File: src/rtl/klp_pkg.sv
// Shared types and constants for the key click / long-press detector.
package klp_pkg;

   // Default number of keys held in the state memory
   localparam int KEYS_DEFAULT = 8;

   // Field widths
   localparam int KEY_W   = 3;
   localparam int CODE_W  = 3;
   localparam int CNT_W   = 16;
   localparam int CSR_IDX_W  = 2;
   localparam int CSR_DATA_W = 16;
   localparam int REQ_DATA_W = 8;
   localparam int RSP_DATA_W = 8;

   // Configuration register indexes
   localparam logic [CSR_IDX_W-1:0] CSR_DEBOUNCE   = 2'd0;
   localparam logic [CSR_IDX_W-1:0] CSR_LONG_PRESS = 2'd1;
   localparam logic [CSR_IDX_W-1:0] CSR_REPEAT     = 2'd2;

   // Register reset values
   localparam logic [CNT_W-1:0] DEBOUNCE_RESET   = 16'd20;
   localparam logic [CNT_W-1:0] LONG_PRESS_RESET = 16'd100;
   localparam logic [CNT_W-1:0] REPEAT_RESET     = 16'd20;

   // Per-key phase
   typedef enum logic [2:0] {
      PH_IDLE     = 3'd0,
      PH_DEBOUNCE = 3'd1,
      PH_HOLD     = 3'd2,
      PH_LONG     = 3'd3,
      PH_RELEASED = 3'd4
   } phase_type;

   // Event codes
   typedef enum logic [CODE_W-1:0] {
      EV_CLICK         = 3'd0,
      EV_LONG_PRESS    = 3'd1,
      EV_CLICK_RELEASE = 3'd2,
      EV_LONG_RELEASE  = 3'd3,
      EV_REPEAT        = 3'd4
   } event_code_type;

   // One memory entry per key; only the count of the current phase is ever
   // nonzero, so a single counter serves all three timing phases.
   typedef struct packed {
      logic [CNT_W-1:0] count;
      phase_type        phase;
   } key_entry_type;

   localparam int ENTRY_W = $bits(key_entry_type);

   localparam key_entry_type ENTRY_RESET = '{count: '0, phase: PH_IDLE};

   // Event produced by the key machine
   typedef struct packed {
      logic           fire;
      event_code_type code;
   } key_event_type;

   // Item stored in the result queue
   typedef struct packed {
      event_code_type   code;
      logic [KEY_W-1:0] key;
   } rsp_item_type;

   // Thresholds from the configuration registers
   typedef struct packed {
      logic [CNT_W-1:0] debounce;
      logic [CNT_W-1:0] long_press;
      logic [CNT_W-1:0] repeat_ticks;
   } thresholds_type;

endpackage

File: src/rtl/key_click_long_press_detector.sv
// Top level of the per-key click, long-press and auto-repeat detector.
// Each accepted item is one tick's sample of one key line (0 = pressed).
// The state of every key (phase and tick counter) lives in one RAM with a
// registered read: the key is read when the item is accepted, updated in the
// next cycle and written back, and the entry written in that cycle is
// forwarded to a following item of the same key. One item is taken every
// clock cycle while req_tready is high; an event reaches the rsp_ side through
// the update stage and a four-entry queue. req_tready drops only when that
// queue, counting the item still being updated, holds three items.
// A valid bit per key, cleared by reset, makes every key start idle, so no
// clearing pass is needed. Samples for a key index not below KEYS are
// dropped without an event. Thresholds of zero act as one.
module key_click_long_press_detector #(
   parameter int KEYS = klp_pkg::KEYS_DEFAULT
) (
   input  logic                             clock,
   input  logic                             reset,
   // req_tdata: [2:0] key_index, [3] line_level, [7:4] zero
   input  logic                             req_tvalid,
   output logic                             req_tready,
   input  logic [klp_pkg::REQ_DATA_W-1:0]   req_tdata,
   // rsp_tdata: [2:0] event_key, [5:3] event_code, [7:6] zero
   output logic                             rsp_tvalid,
   input  logic                             rsp_tready,
   output logic [klp_pkg::RSP_DATA_W-1:0]   rsp_tdata,
   input  logic                             csr_we,
   input  logic [klp_pkg::CSR_IDX_W-1:0]    csr_index,
   input  logic [klp_pkg::CSR_DATA_W-1:0]   csr_wdata
);
   import klp_pkg::*;

   localparam int AW = (KEYS > 1) ? $clog2(KEYS) : 1;

   // Configuration registers
   logic [CNT_W-1:0] debounce_ff, long_press_ff, repeat_ff;

   // Update stage
   logic             s1_valid_ff;
   logic [AW-1:0]    s1_addr_ff;
   logic [KEY_W-1:0] s1_key_ff;
   logic             s1_line_ff;

   // Forwarding of the entry written at the same edge as the current read
   logic             fwd_valid_ff;
   logic [AW-1:0]    fwd_addr_ff;
   key_entry_type    fwd_data_ff;

   // Per-key valid bits
   logic [KEYS-1:0]  valid_ff;

   logic [KEY_W-1:0] req_key;
   logic             req_line;
   logic [8:0]       req_key_ext;
   logic             key_in_range;
   logic [AW-1:0]    req_addr;
   logic             accept;

   logic [ENTRY_W-1:0] ram_rd_data;
   key_entry_type    cur_entry;
   key_entry_type    nxt_entry;
   key_event_type    evt;
   thresholds_type   thr;

   rsp_item_type     push_item;
   rsp_item_type     pop_item;
   logic [2:0]       fifo_level;

   // Input fields and address
   assign req_key      = req_tdata[KEY_W-1:0];
   assign req_line     = req_tdata[KEY_W];
   assign req_key_ext  = {6'b000000, req_key};
   assign key_in_range = (req_key_ext < 9'(KEYS));
   assign req_addr     = req_key_ext[AW-1:0];

   // Room for the item in flight plus a new one, with the queue draining
   assign req_tready = ({1'b0, fifo_level} + {3'b000, s1_valid_ff}) <= 4'd2;
   assign accept     = req_tvalid & req_tready;

   // Configuration writes
   always_ff @(posedge clock) begin
      if (reset) begin
         debounce_ff   <= DEBOUNCE_RESET;
         long_press_ff <= LONG_PRESS_RESET;
         repeat_ff     <= REPEAT_RESET;
      end else if (csr_we) begin
         unique case (csr_index)
            CSR_DEBOUNCE:   debounce_ff   <= csr_wdata;
            CSR_LONG_PRESS: long_press_ff <= csr_wdata;
            CSR_REPEAT:     repeat_ff     <= csr_wdata;
            default:        ;
         endcase
      end
   end

   assign thr = '{debounce: debounce_ff, long_press: long_press_ff,
                  repeat_ticks: repeat_ff};

   // Stage register: item whose entry is being read
   always_ff @(posedge clock) begin
      if (reset) begin
         s1_valid_ff <= 1'b0;
      end else begin
         s1_valid_ff <= accept & key_in_range;
      end
   end

   always_ff @(posedge clock) begin
      s1_addr_ff <= req_addr;
      s1_key_ff  <= req_key;
      s1_line_ff <= req_line;
   end

   // Key state memory
   klp_ram #(
      .WIDTH (ENTRY_W),
      .DEPTH (KEYS),
      .AW    (AW)
   ) u_state_ram (
      .clock   (clock),
      .wr_en   (s1_valid_ff),
      .wr_addr (s1_addr_ff),
      .wr_data (nxt_entry),
      .rd_addr (req_addr),
      .rd_data (ram_rd_data)
   );

   // Entry select: forwarded write, then memory, then reset value
   always_comb begin
      priority if (fwd_valid_ff && (fwd_addr_ff == s1_addr_ff)) begin
         cur_entry = fwd_data_ff;
      end else if (valid_ff[s1_addr_ff]) begin
         cur_entry = key_entry_type'(ram_rd_data);
      end else begin
         cur_entry = ENTRY_RESET;
      end
   end

   klp_key_fsm u_key_fsm (
      .cur        (cur_entry),
      .line_level (s1_line_ff),
      .thr        (thr),
      .nxt        (nxt_entry),
      .evt        (evt)
   );

   // Forwarding register and valid bits
   always_ff @(posedge clock) begin
      if (reset) begin
         fwd_valid_ff <= 1'b0;
         valid_ff     <= '0;
      end else begin
         fwd_valid_ff <= s1_valid_ff;
         if (s1_valid_ff) begin
            valid_ff[s1_addr_ff] <= 1'b1;
         end
      end
   end

   always_ff @(posedge clock) begin
      fwd_addr_ff <= s1_addr_ff;
      fwd_data_ff <= nxt_entry;
   end

   // Result queue
   assign push_item = '{code: evt.code, key: s1_key_ff};

   klp_event_fifo u_event_fifo (
      .clock     (clock),
      .reset     (reset),
      .push      (s1_valid_ff & evt.fire),
      .push_item (push_item),
      .pop_ready (rsp_tready),
      .pop_valid (rsp_tvalid),
      .pop_item  (pop_item),
      .level     (fifo_level)
   );

   assign rsp_tdata = {2'b00, pop_item.code, pop_item.key};

endmodule

File: src/rtl/klp_ram.sv
// Generic single write port, single read port RAM with registered read.
module klp_ram #(
   parameter int WIDTH = 8,
   parameter int DEPTH = 8,
   parameter int AW    = (DEPTH > 1) ? $clog2(DEPTH) : 1
) (
   input  logic             clock,
   input  logic             wr_en,
   input  logic [AW-1:0]    wr_addr,
   input  logic [WIDTH-1:0] wr_data,
   input  logic [AW-1:0]    rd_addr,
   output logic [WIDTH-1:0] rd_data
);

   logic [WIDTH-1:0] mem [DEPTH];
   logic [WIDTH-1:0] rd_data_ff;

   // Write port and registered read
   always_ff @(posedge clock) begin
      if (wr_en) begin
         mem[wr_addr] <= wr_data;
      end
      rd_data_ff <= mem[rd_addr];
   end

   assign rd_data = rd_data_ff;

endmodule

File: src/rtl/klp_key_fsm.sv
// Per-key phase machine: next entry and event from the current entry and line.
module klp_key_fsm (
   input  klp_pkg::key_entry_type  cur,
   input  logic                    line_level,
   input  klp_pkg::thresholds_type thr,
   output klp_pkg::key_entry_type  nxt,
   output klp_pkg::key_event_type  evt
);
   import klp_pkg::*;

   logic             low;
   logic [CNT_W:0]   cnt_inc;
   logic [CNT_W-1:0] limit;
   logic             reach;

   assign low = ~line_level;

   // Threshold of the current phase; zero acts as one through the >= compare
   always_comb begin
      unique case (cur.phase)
         PH_DEBOUNCE: limit = thr.debounce;
         PH_HOLD:     limit = thr.long_press;
         PH_LONG:     limit = thr.repeat_ticks;
         default:     limit = thr.repeat_ticks;
      endcase
   end

   assign cnt_inc = {1'b0, cur.count} + {{CNT_W{1'b0}}, 1'b1};
   assign reach   = (cnt_inc >= {1'b0, limit});

   // Next state
   always_comb begin
      nxt = cur;
      unique case (cur.phase)
         PH_DEBOUNCE: begin
            if (!low) begin
               nxt = '{count: '0, phase: PH_IDLE};
            end else if (reach) begin
               nxt = '{count: '0, phase: PH_HOLD};
            end else begin
               nxt.count = cnt_inc[CNT_W-1:0];
            end
         end
         PH_HOLD: begin
            if (!low) begin
               nxt = '{count: '0, phase: PH_RELEASED};
            end else if (reach) begin
               nxt = '{count: '0, phase: PH_LONG};
            end else begin
               nxt.count = cnt_inc[CNT_W-1:0];
            end
         end
         PH_LONG: begin
            if (!low) begin
               nxt = '{count: '0, phase: PH_RELEASED};
            end else if (reach) begin
               nxt.count = '0;
            end else begin
               nxt.count = cnt_inc[CNT_W-1:0];
            end
         end
         PH_RELEASED: begin
            if (!low) begin
               nxt.phase = PH_IDLE;
            end
         end
         default: begin
            // idle, and any stray code
            if (low) begin
               nxt.phase = PH_DEBOUNCE;
            end
         end
      endcase
   end

   // Outputs
   always_comb begin
      evt = '{fire: 1'b0, code: EV_CLICK};
      unique case (cur.phase)
         PH_DEBOUNCE: begin
            if (low && reach) begin
               evt = '{fire: 1'b1, code: EV_CLICK};
            end
         end
         PH_HOLD: begin
            if (!low) begin
               evt = '{fire: 1'b1, code: EV_CLICK_RELEASE};
            end else if (reach) begin
               evt = '{fire: 1'b1, code: EV_LONG_PRESS};
            end
         end
         PH_LONG: begin
            if (!low) begin
               evt = '{fire: 1'b1, code: EV_LONG_RELEASE};
            end else if (reach) begin
               evt = '{fire: 1'b1, code: EV_REPEAT};
            end
         end
         default: begin
            evt = '{fire: 1'b0, code: EV_CLICK};
         end
      endcase
   end

endmodule

File: src/rtl/klp_event_fifo.sv
// Four-entry result queue between the update stage and the output channel.
module klp_event_fifo (
   input  logic                  clock,
   input  logic                  reset,
   input  logic                  push,
   input  klp_pkg::rsp_item_type push_item,
   input  logic                  pop_ready,
   output logic                  pop_valid,
   output klp_pkg::rsp_item_type pop_item,
   output logic [2:0]            level
);
   import klp_pkg::*;

   rsp_item_type slots_ff [4];
   logic [1:0]   wr_ptr_ff, wr_ptr_in;
   logic [1:0]   rd_ptr_ff, rd_ptr_in;
   logic [2:0]   count_ff, count_in;
   logic         pop;

   assign pop_valid = (count_ff != 3'd0);
   assign pop       = pop_valid & pop_ready;
   assign pop_item  = slots_ff[rd_ptr_ff];
   assign level     = count_ff;

   // Pointer and fill count
   always_comb begin
      wr_ptr_in = push ? wr_ptr_ff + 2'd1 : wr_ptr_ff;
      rd_ptr_in = pop ? rd_ptr_ff + 2'd1 : rd_ptr_ff;
      count_in  = count_ff + {2'b00, push} - {2'b00, pop};
   end

   always_ff @(posedge clock) begin
      if (reset) begin
         wr_ptr_ff <= '0;
         rd_ptr_ff <= '0;
         count_ff  <= '0;
      end else begin
         wr_ptr_ff <= wr_ptr_in;
         rd_ptr_ff <= rd_ptr_in;
         count_ff  <= count_in;
      end
   end

   // Slot storage
   always_ff @(posedge clock) begin
      if (push) begin
         slots_ff[wr_ptr_ff] <= push_item;
      end
   end

endmodule
File: config.mk
export PLATFORM = sky130hd
export DESIGN_NAME = key_click_long_press_detector
export DESIGN_NICKNAME = d
export VERILOG_FILES = /design/src/rtl/klp_pkg.sv /design/src/rtl/key_click_long_press_detector.sv /design/src/rtl/klp_ram.sv /design/src/rtl/klp_key_fsm.sv /design/src/rtl/klp_event_fifo.sv
export SDC_FILE = /design/constraint.sdc
export NUM_CORES = 1
export LEC_CHECK = 0
export BUFFER_PORTS_ARGS = -buffer_cell sky130_fd_sc_hd__buf_2
export CAP_MARGIN = 20
export CORE_UTILIZATION = 56
export DETAILED_ROUTE_END_ITERATION = 6
export PLACE_DENSITY = 0.72
export SKIP_LAST_GASP = 1
export SLEW_MARGIN = 20
export SYNTH_ARGS = -nofsm -noshare
export SYNTH_HDL_FRONTEND = slang
export SYNTH_HIERARCHICAL = 1
export SYNTH_SLANG_ARGS = --single-unit
File: constraint.sdc
create_clock -name clock -period 5.05 [get_ports clock]
set_input_delay 0.2525 -clock clock [delete_from_list [all_inputs] [get_ports clock]]
set_output_delay 0.2525 -clock clock [all_outputs]
set_load 0.1 [all_outputs]
# Word-level counts from Yosys, hierarchy flattened
# Memory sizes are Yosys's and may differ from the RTL's. A register that Yosys moved wholly into a read port is not among the register bits.
# Index checks and enable logic that the tools add are counted.
[totals]
mem_bits_rw = 176
reg_bits = 91
latch_bits = 0
out_inout_bits = 10
inputBits = 31
wordCells = 78
rom_bits = 0
memories = 2
[classes]
addsub = 6
div_mod_pow = 0
multipliers = 0
eq_ne = 7
bitwise = 6
reduce_logical = 8
n_mux = 30
n_shift = 0
order_cmp = 5
[mem_list]
columns = ["name", "depth", "word_bits", "rd", "rd_ports_with_merged_regs", "wr", "line", "text"]
rows = [
  ["u_state_ram.mem", 8, 19, 1, 1, 1, "klp_ram.sv:15", "logic [WIDTH-1:0] mem [DEPTH];"],
  ["u_event_fifo.slots_ff", 4, 6, 1, 1, 1, "klp_event_fifo.sv:14", "rsp_item_type slots_ff [4];"],
]
[op_table]
columns = ["operator", "n"]
rows = [
  ["19-bit two-way mux", 4],
  ["16-bit case mux with 3 select lines", 1],
  ["16-bit two-way mux", 2],
  ["16-bit case mux with 2 select lines", 1],
  ["4-bit two-way mux", 5],
  ["16-bit by 1-bit adder with 17-bit output (second input constant)", 1],
  ["17-bit by 16-bit greater-or-equal comparator with 1-bit output", 1],
  ["3-bit two-way mux", 5],
  ["3-bit case mux with 4 select lines", 1],
  ["4-bit case mux with 3 select lines", 1],
  ["3-bit by 4-bit less-than comparator with 1-bit output (second input constant)", 2],
  ["8-bit bitwise OR", 1],
  ["3-bit by 2-bit equality test with 1-bit output (second input constant)", 2],
  ["1-bit two-way mux", 6],
  ["2-bit AND reduction", 3],
  ["2-bit by 1-bit adder with 2-bit output (second input constant)", 2],
  ["3-bit by 1-bit adder with 4-bit output", 1],
  ["1-bit bitwise AND", 4],
  ["4-bit by 2-bit less-or-equal comparator with 1-bit output (second input constant)", 1],
  ["2-bit two-way mux", 2],
  ["3-bit by 1-bit adder with 3-bit output", 1],
  ["1-bit binary-select mux with 3-bit select", 1],
  ["1-bit demux with 3-bit select", 1],
  ["3-bit by 1-bit equality test with 1-bit output (second input constant)", 1],
  ["10 further kinds", 12],
]

# Depth between registers and ports, before layout
# Gate-level depths: netlist of the first run.
[depth]
ltp_word = 13
mapped_depth = 25
mapped_depth_nobuf = 20

# Cells and area by module
# The synthesis of the first run kept the hierarchy.
[modules_own_cells]
columns = ["mod", "n_inst", "cells_per_inst", "seq_area_each_um2", "area_per_inst_um2"]
rows = [
  ["klp_ram", 1, 251, 4944.7, 6259.8],
  ["key_click_long_press_detector", 1, 344, 1681.6, 3148.0],
  ["klp_key_fsm", 1, 274, 0.0, 1762.9],
  ["klp_event_fifo", 1, 76, 900.9, 1331.3],
]

# Worst setup path after synthesis of the first run
# No wires, ideal clock.
[synth_path]
path_kind = "register to register"
start = "register s1_key_ff[1] (netlist name)"
end = "register u_event_fifo.count_ff[2], in the netlist u_event_fifo/level[2]"
stages_incl_launch_ff = 26
setup_slack_ps = -38
arrival_time_ps = 4962
required_time_ps = 4924
setup_time_ps = 126
synth_period_minus_slack_ps = 5088
path_buffers = 5
cell_sequence = "dfxtp_1 > buf_2 > xor2_1 > buf_2 > buf_2 > o41ai_1 > o2bb2ai_1 > clkbuf_1 > nor2_1 > clkbuf_1 > a22o_1 > nand2_1 > o21ai_0 > a21oi_1 > ha_1 > a21oi_2 > o21ai_2 > a2111oi_4 > o211ai_2 > nor2_1 > nor3_1 > and2_1 > ha_1 > fa_1 > xor3_1 > nor2_1"
[synth_rtl]
columns = ["element", "line", "text"]
rows = [
  ["end signal, assigned", "klp_event_fifo.sv:40", "count_ff <= count_in;"],
  ["end, declared", "klp_event_fifo.sv:17", "logic [2:0] count_ff, count_in;"],
]

==> impl_metrics.env, run 1 <==
export IMPL_status="finished clean"
export IMPL_leakage_nw=5.323
export IMPL_synthTopCellsByArea="edfxtp_1 (42%), dfxtp_1 (18%), mux4_2 (6.5%)"
export IMPL_synth_compound_area_frac=0.1053
export IMPL_layout_cells_most_common_list="edfxtp_1 (176), nand2_1 (139), dfxtp_1 (111)"
export IMPL_cp_required_ns=5.45
export IMPL_io_pin_count=41
export IMPL_chipHeight_um=151.4
export IMPL_core_sq_um=21820
export IMPL_path_cells="buf_4, mux2i_1, mux4_2, buf_4, o2bb2ai_2, nand3_4, nor4_4, nand3_1, xnor2_2, ha_1, nand3_1, or2_2, o211ai_2, nor2_2, nor3_1, and2_1, ha_1, fa_1, nor2b_1"
export IMPL_holdCritStartpoint="rsp_tready"
export IMPL_synth_fa_ha_area_frac=0.02662
export IMPL_antennaDiodeCount=0
export IMPL_antenna_found_initial=0
export IMPL_avgRoutedWirePerCell_um=19.82
export IMPL_ys_flop_type="edfxtp_1"
export IMPL_drt_iter0_drc=451
export IMPL_portBuffers=34
export IMPL_drive_above_1_share=0.2524
export IMPL_synthSimpleGateAreaFrac=0.1045
export IMPL_whs_path_depth=3
export IMPL_tightestPinTransition_ns=1.013
export IMPL_drc=0
export IMPL_min_to="u_event_fifo/rd_ptr_ff[1]"
export IMPL_initial_core_util=0.5729
export IMPL_seq_area_sq_um=7528
export IMPL_grt_ovfl_total=0
export IMPL_cts_root_buf="clkbuf_16"
export IMPL_n_fill_cell=1559
export IMPL_drt_first_pass_iters=4
export IMPL_critical_path_class="reg2reg"
export IMPL_end_kind="flip-flop"
export IMPL_via_count=7723
export IMPL_synth_mux_area_frac=0.1146
export IMPL_worst_ir_drop_vdd_v=0.0005025
export IMPL_setup_violations=0
export IMPL_cts_tree="done"
export IMPL_num_nets_final=1081
export IMPL_arrival_ns=5.24
export IMPL_seq_area_frac_synth=0.6021
export IMPL_synth_edf_count=176
export IMPL_reg2reg_slack_ns=0.21
export IMPL_wl_um=26280
export IMPL_grt_pass1_vias=7308
export IMPL_numClockSinks=288
export IMPL_finalCritPeriodShare=0.9593
export IMPL_fin_worst_skew_ns=0.01323
export IMPL_critical_path_max_fanout=7
export IMPL_async_flop_share=0
export IMPL_cellPowerDensity_nw_per_um2=392.9
export IMPL_yosys_cell_types_count=70
export IMPL_cap_violations=0
export IMPL_netlist_instances=945
export IMPL_ant_nets=0
export IMPL_worst_path_buf_inv=2
export IMPL_r2r_start="s1_key_ff[0]"
export IMPL_cp_slowest_cell="mux4_2"
export IMPL_cp_top_family="simple AND/OR/NAND/NOR gates"
export IMPL_slew_headroom=0.3247
export IMPL_syn_avg_cell_area_sq_um=13.23
export IMPL_dp_slack_ns=-0.005922
export IMPL_grt_usage=0.2280
export IMPL_clock_latency_ns=0.54
export IMPL_drv_slew=0
export IMPL_synth_top_family_by_area="multiplexers"
export IMPL_clockBufferDepth=3
export IMPL_reg2regPathDepth=19
export IMPL_htreeDepth=1
export IMPL_grt_max_degree=68
export IMPL_ys_ff_latch=288
export IMPL_netlist_area_sq_um=12500
export IMPL_multiInputGateArea_sq_um=4842
export IMPL_avgViaCountPerCell=5.824
export IMPL_die_area_sq_um=22930
export IMPL_worstHoldPathType="in2reg"
export IMPL_area_delta_synth_final_pct=17.78
export IMPL_grt_pass1_wl_um=39470
export IMPL_fin_ws_ns=0.2056
export IMPL_hpwl_um=15500
export IMPL_fp_dieW_um=151.4
export IMPL_synth_top_area_frac=0.4227
export IMPL_synth_top_cell_by_area="edfxtp_1"
export IMPL_gp_congestion=0.8589
export IMPL_place_inst=1251
export IMPL_crit_path_max_incr_delay_ns=0.64
export IMPL_synth_xor_area_frac=0.01381
export IMPL_min_period_ns=4.844
export IMPL_clkTransAtPathRegs_ns=0.06
export IMPL_r2r_end="u_event_fifo/level[1]"
export IMPL_cts_buffers=28
export IMPL_hold_violations=0
export IMPL_fp_row_count=54
export IMPL_yosys_warnings=6
export IMPL_layout_commonest_cell="edfxtp_1"
export IMPL_cp_start_kind="flip-flop"
export IMPL_instances_no_fill=1326
export IMPL_max_freq_mhz=206.4
registers in the layout (all words and copies together) (netlist names), 8 cells and up, named ones only:
signal / cells
u_event_fifo/slots_ff: 24
u_state_ram/mem: 152
fwd_data_ff: 19
u_state_ram/rd_data: 19
repeat_ff: 16
valid_ff: 8
long_press_ff: 16
debounce_ff: 16
Yosys cell counts (3+ instances only):
library cell	instances
mux4_1	9
edfxtp_1	176
nor3_1	4
xnor2_1	8
mux2_4	18
nand3b_1	9
mux2i_1	7
and2_1	7
nand4_1	5
buf_2	16
inv_1	12
nand2b_1	15
a21boi_0	3
o2bb2ai_1	19
nor4_1	3
xor2_1	9
o21ai_0	20
nor2_1	34
clkbuf_1	32
buf_1	3
nand2_1	139
buf_6	5
nor2b_1	25
nand3_1	8
buf_12	3
a21oi_1	84
a31oi_1	4
ha_1	25
o41ai_1	19
buf_4	3
mux4_2	36
dfxtp_1	112
o21ai_2	10
a22o_1	17
final cells by class:
type	instances	area share
Sequential cell	288	0.5113
Multi-Input combinational cell	584	0.3288
Timing Repair Buffer	110	0.05591
Clock buffer	34	0.05480
Clock inverter	18	0.02235
Inverter	12	0.003059
Tap cell	280	0.02379
cells by family (layout without fill, tap and decap cells):
logic type,Yosys count,after routing
AOI/OAI and AO/OA,194,194
xor gates and xnor gates,18,18
adders and majority gates,26,26
buffers and inverters,75,174
DFF,288,288
muxes,74,75
other,1,2
and+or+nand+nor,269,269
worst max path at each step:
| stage | start | end | depth (start not counted) |
|---|---|---|---|
| floorplan | s1_key_ff[1] | u_event_fifo/level[2] | 25 |
| global placement | s1_key_ff[0] | u_event_fifo/level[2] | 21 |
| detailed placement | s1_key_ff[0] | u_event_fifo/level[2] | 21 |
| CTS | s1_key_ff[0] | u_event_fifo/level[2] | 21 |
| global route | s1_key_ff[0] | u_event_fifo/level[1] | 20 |
| finish | s1_key_ff[0] | u_event_fifo/level[1] | 19 |
tightest hold or removal path: cells and delay by family:
kind	cells	cell delay, ns
multiplexers	1	0.18
AO/OA/AOI/OAI	1	0.11
buffers and inverters	1	0.10
metal layers:
metal | GRT usage | vias up | share of wire
met1 | 0.3116 | 3854 | 0.44
met5 | 0 | - | 0
li1 | - | 3688 | -
met4 | 0.05000 | 0 | 0.016
met2 | 0.3886 | 150 | 0.51
met3 | 0.02982 | 31 | 0.042
what timing repair did:
action,4_1_cts,5_1_grt
endpoints found under the setup margin,2,98
endpoints found under the hold margin,50,0
pin swaps,0,3
setup buffers,2,2
gates cloned,0,1
gates resized for setup,1,28
hold buffers,18,0
power breakdown:
group	leakage, nW	switching (mW)	internal (mW)
Clock	0.545	0.884	1.60
Combinational	2.27	0.425	0.246
Sequential	2.51	0.0651	2.57
metrics by stage:
step	area (sq um)	util	setup TNS (ns)	hold WS (ns)	power, mW
CTS	14500	0.6642	0	0.1259	5.816
floorplan	12510	-	0	0.2802	3.189
global route	14730	0.6748	-0.2422	0.1437	5.963
global placement	13160	0.6029	0	0.3563	3.311
finish	14730	0.6748	0	0.1371	5.785
detailed placement	13160	0.6029	-0.005922	0.3579	3.326
(Power assumes the default switching activity.)
==> run 2: changes to the inputs <==
- ABC_AREA: unset -> 1
==> run 2 against run 1 <==
  * Sequential power up 2%
  * Global-route usage grew 1.1 points
  * Total power is 2.8% lower
  * First-iteration DRC count is 56% higher
  * Flip-flop and latch count unchanged
  * Clock power shrank 15%
  * Register-to-register slack better by 0.19 ns
==> impl_metrics.env, run 2 <==
export IMPL_netlist_instances=1531
export IMPL_synth_xor_area_frac=0.006026
export IMPL_gp_congestion=0.8957
export IMPL_initial_core_util=0.5743
export IMPL_core_sq_um=22780
export IMPL_drc=0
export IMPL_min_period_ns=4.658
export IMPL_ys_ff_latch=288
export IMPL_seq_area_frac_synth=0.5754
export IMPL_drt_iter0_drc=702
export IMPL_end_kind="flip-flop"
export IMPL_fin_util=0.6459
export IMPL_worstHoldPathType="in2reg"
export IMPL_numClockSinks=288
export IMPL_crit_path_max_incr_delay_ns=0.41
export IMPL_n_fill_cell=1817
export IMPL_cp_required_ns=5.50
export IMPL_fin_area_sq_um=14710
export IMPL_fp_dieW_um=154.8
export IMPL_yosys_cell_types_count=38
export IMPL_synth_mux_area_frac=0
export IMPL_grt_ovfl_total=0
export IMPL_slew_headroom=0.2995
export IMPL_arrival_ns=5.11
export IMPL_synth_top_area_frac=0.4040
export IMPL_layout_commonest_cell="nand2_1"
export IMPL_clock_latency_ns=0.57
export IMPL_placed_area_sq_um=13510
export IMPL_synthTopCellsByArea="edfxtp_1 (40%), dfxtp_1 (17%), nand2_1 (14%)"
export IMPL_fin_worst_skew_ns=0.03773
export IMPL_largest_reg_flops=152
export IMPL_whs_ns=0.03466
export IMPL_die_area_sq_um=23980
export IMPL_wl_um=27850
export IMPL_hold_violations=0
export IMPL_place_inst=1849
export IMPL_synth_common_cells="nand2_1 (472), inv_1 (243), edfxtp_1 (176)"
export IMPL_yosys_warnings=6
export IMPL_cts_buffers=30
export IMPL_largestRegisters="u_state_ram/mem x152, u_event_fifo/slots_ff x24"
export IMPL_grt_max_degree=78
export IMPL_max_freq_mhz=214.7
export IMPL_rsz0062_at_grt="yes"
export IMPL_cp_top_family="simple AND/OR/NAND/NOR gates"
export IMPL_synthSimpleGateAreaFrac=0.2414
export IMPL_avgRoutedWirePerCell_um=14.47
export IMPL_synth_top_family_by_area="simple AND/OR/NAND/NOR gates"
export IMPL_grt_pass1_vias=9190
export IMPL_syn_avg_cell_area_sq_um=8.544
export IMPL_drt_first_pass_iters=5
export IMPL_layout_cells_most_common_list="nand2_1 (472), inv_1 (241), edfxtp_1 (176)"
export IMPL_synth_fa_ha_area_frac=0.02544
export IMPL_critical_path_max_fanout=10
export IMPL_grt_usage=0.2392
export IMPL_setup_violations=0
export IMPL_cap_violations=0
export IMPL_fp_row_count=55
export IMPL_cts_root_buf="clkbuf_16"
export IMPL_leakage_nw=6.882
export IMPL_clockBufferDepth=3
export IMPL_critical_path_class="reg2reg"
export IMPL_instances_no_fill=1925
export IMPL_chipHeight_um=154.8
export IMPL_via_count=9653
export IMPL_htreeDepth=1
export IMPL_drv_slew=0
export IMPL_yosysMostFrequentCell="nand2_1"
export IMPL_num_nets_final=1646
export IMPL_antennaDiodeCount=0
export IMPL_status="finished clean"
export IMPL_drive_above_1_share=0.08933
export IMPL_cp_slowest_cell="fa_1"
export IMPL_grt_pass1_wl_um=45230
export IMPL_portBuffers=34
export IMPL_synth_top_cell_by_area="edfxtp_1"
export IMPL_area_delta_synth_final_pct=12.47
export IMPL_worst_path_buf_inv=5
export IMPL_cellPowerDensity_nw_per_um2=382.2
export IMPL_clkTransAtPathRegs_ns=0.06
export IMPL_netlist_area_sq_um=13080
export IMPL_antenna_found_initial=0
export IMPL_synth_edf_count=176
export IMPL_cts_tree="done"
export IMPL_p_total_mw=5.623
export IMPL_ys_flop_type="edfxtp_1"
export IMPL_io_pin_count=41
export IMPL_worst_ir_drop_vdd_v=0.0002657
export IMPL_hpwl_um=17440
export IMPL_largest_register="u_state_ram/mem"
export IMPL_cpMostUsedCell="nand2_1"
export IMPL_async_flop_share=0
export IMPL_tightestPinTransition_ns=1.048
export IMPL_ant_nets=0
export IMPL_synth_compound_area_frac=0.05098
export IMPL_finalCritPeriodShare=0.9223
export IMPL_avgViaCountPerCell=5.015
export IMPL_cp_start_kind="flip-flop"
==> run 2: cell count changes after synthesis, sizes merged, moves of 17 or more <==
cell     delta
inv       +238
nor2      +145
nand3      +97
mux4       -45
nand2     +339
clkbuf     -17
nor2b      -25
o21ai      +26
o41ai      -19
o2bb2ai    -19
mux2       -22
a21oi      -49
==> run 2: worst paths after layout <==
check               startpoint                    end  slack, ns  depth (start not counted)
setup / recovery  s1_key_ff[1]  u_event_fifo/level[1]       0.39                         30
hold / removal           reset  u_event_fifo/level[1]       0.03                          2
setup reg to reg  s1_key_ff[1]  u_event_fifo/level[1]       0.39                         30
hold reg to reg    valid_ff[6]            valid_ff[6]       0.46                          2
==> run 2: cell families (layout without fill, tap and decap cells) <==
family | Yosys count | count (layout)
flops | 288 | 288
compound gates | 118 | 118
buf+inv | 310 | 390
simple gates | 779 | 779
xor+xnor | 9 | 9
other cells | 1 | 2
fa+ha+maj | 26 | 26
==> run 2: what timing repair did <==
action / in CTS / in global routing
hold buffers: 18 / 0
setup endpoints to repair: 0 / 2
endpoints found under the hold margin: 43 / 0
buffers inserted: 0 / 2
gates resized for setup: 0 / 4
==> run 2: power by group <==
part           internal, mW  leakage (nW)  switching, mW
combinational         0.219          3.86          0.630
clock                  1.24         0.477          0.868
sequential             2.61          2.54         0.0556
total                  4.07          6.88           1.55
==> run 2: final cells by class <==
cell class                      count  area, sq um  area share
Timing Repair Buffer               83        595.6     0.04048
Clock inverter                      8        57.56    0.003912
Multi-Input combinational cell    934         4280      0.2909
Sequential cell                   288         7527      0.5116
Inverter                          252        949.7     0.06455
Clock buffer                       47        910.9     0.06191
Tap cell                          313        391.6     0.02662
==> run 2: metal layers <==
| layer | up-vias | track usage | wire length, um |
|---|---|---|---|
| li1 | 4908 | - | - |
| met5 | - | 0 | 0 |
| met1 | 4443 | 0.3225 | 12540 |
| met3 | 49 | 0.02634 | 1445 |
| met4 | 0 | 0.06884 | 622 |
| met2 | 253 | 0.4094 | 13250 |
==> run 2: worst register-to-register path: cells and delay by family, from the launching register on <==
| kind | cells | cell delay [ns] |
|---|---|---|
| xor gates and xnor gates | 1 | 0.24 |
| adders and majority gates | 4 | 1.16 |
| buffers and inverters | 5 | 0.70 |
| DFF | 1 | 0.33 |
| and+or+nand+nor | 20 | 2.12 |
==> run 2: metrics by stage <==
step | worst slack [ns] | setup TNS, ns
6_report | 0.3922 | 0
5_1_grt | -0.01845 | -0.02472
3_5_place_dp | 0.3273 | 0
4_1_cts | 0.3012 | 0
2_1_floorplan | 0.6909 | 0
3_3_place_gp | 0.4326 | 0
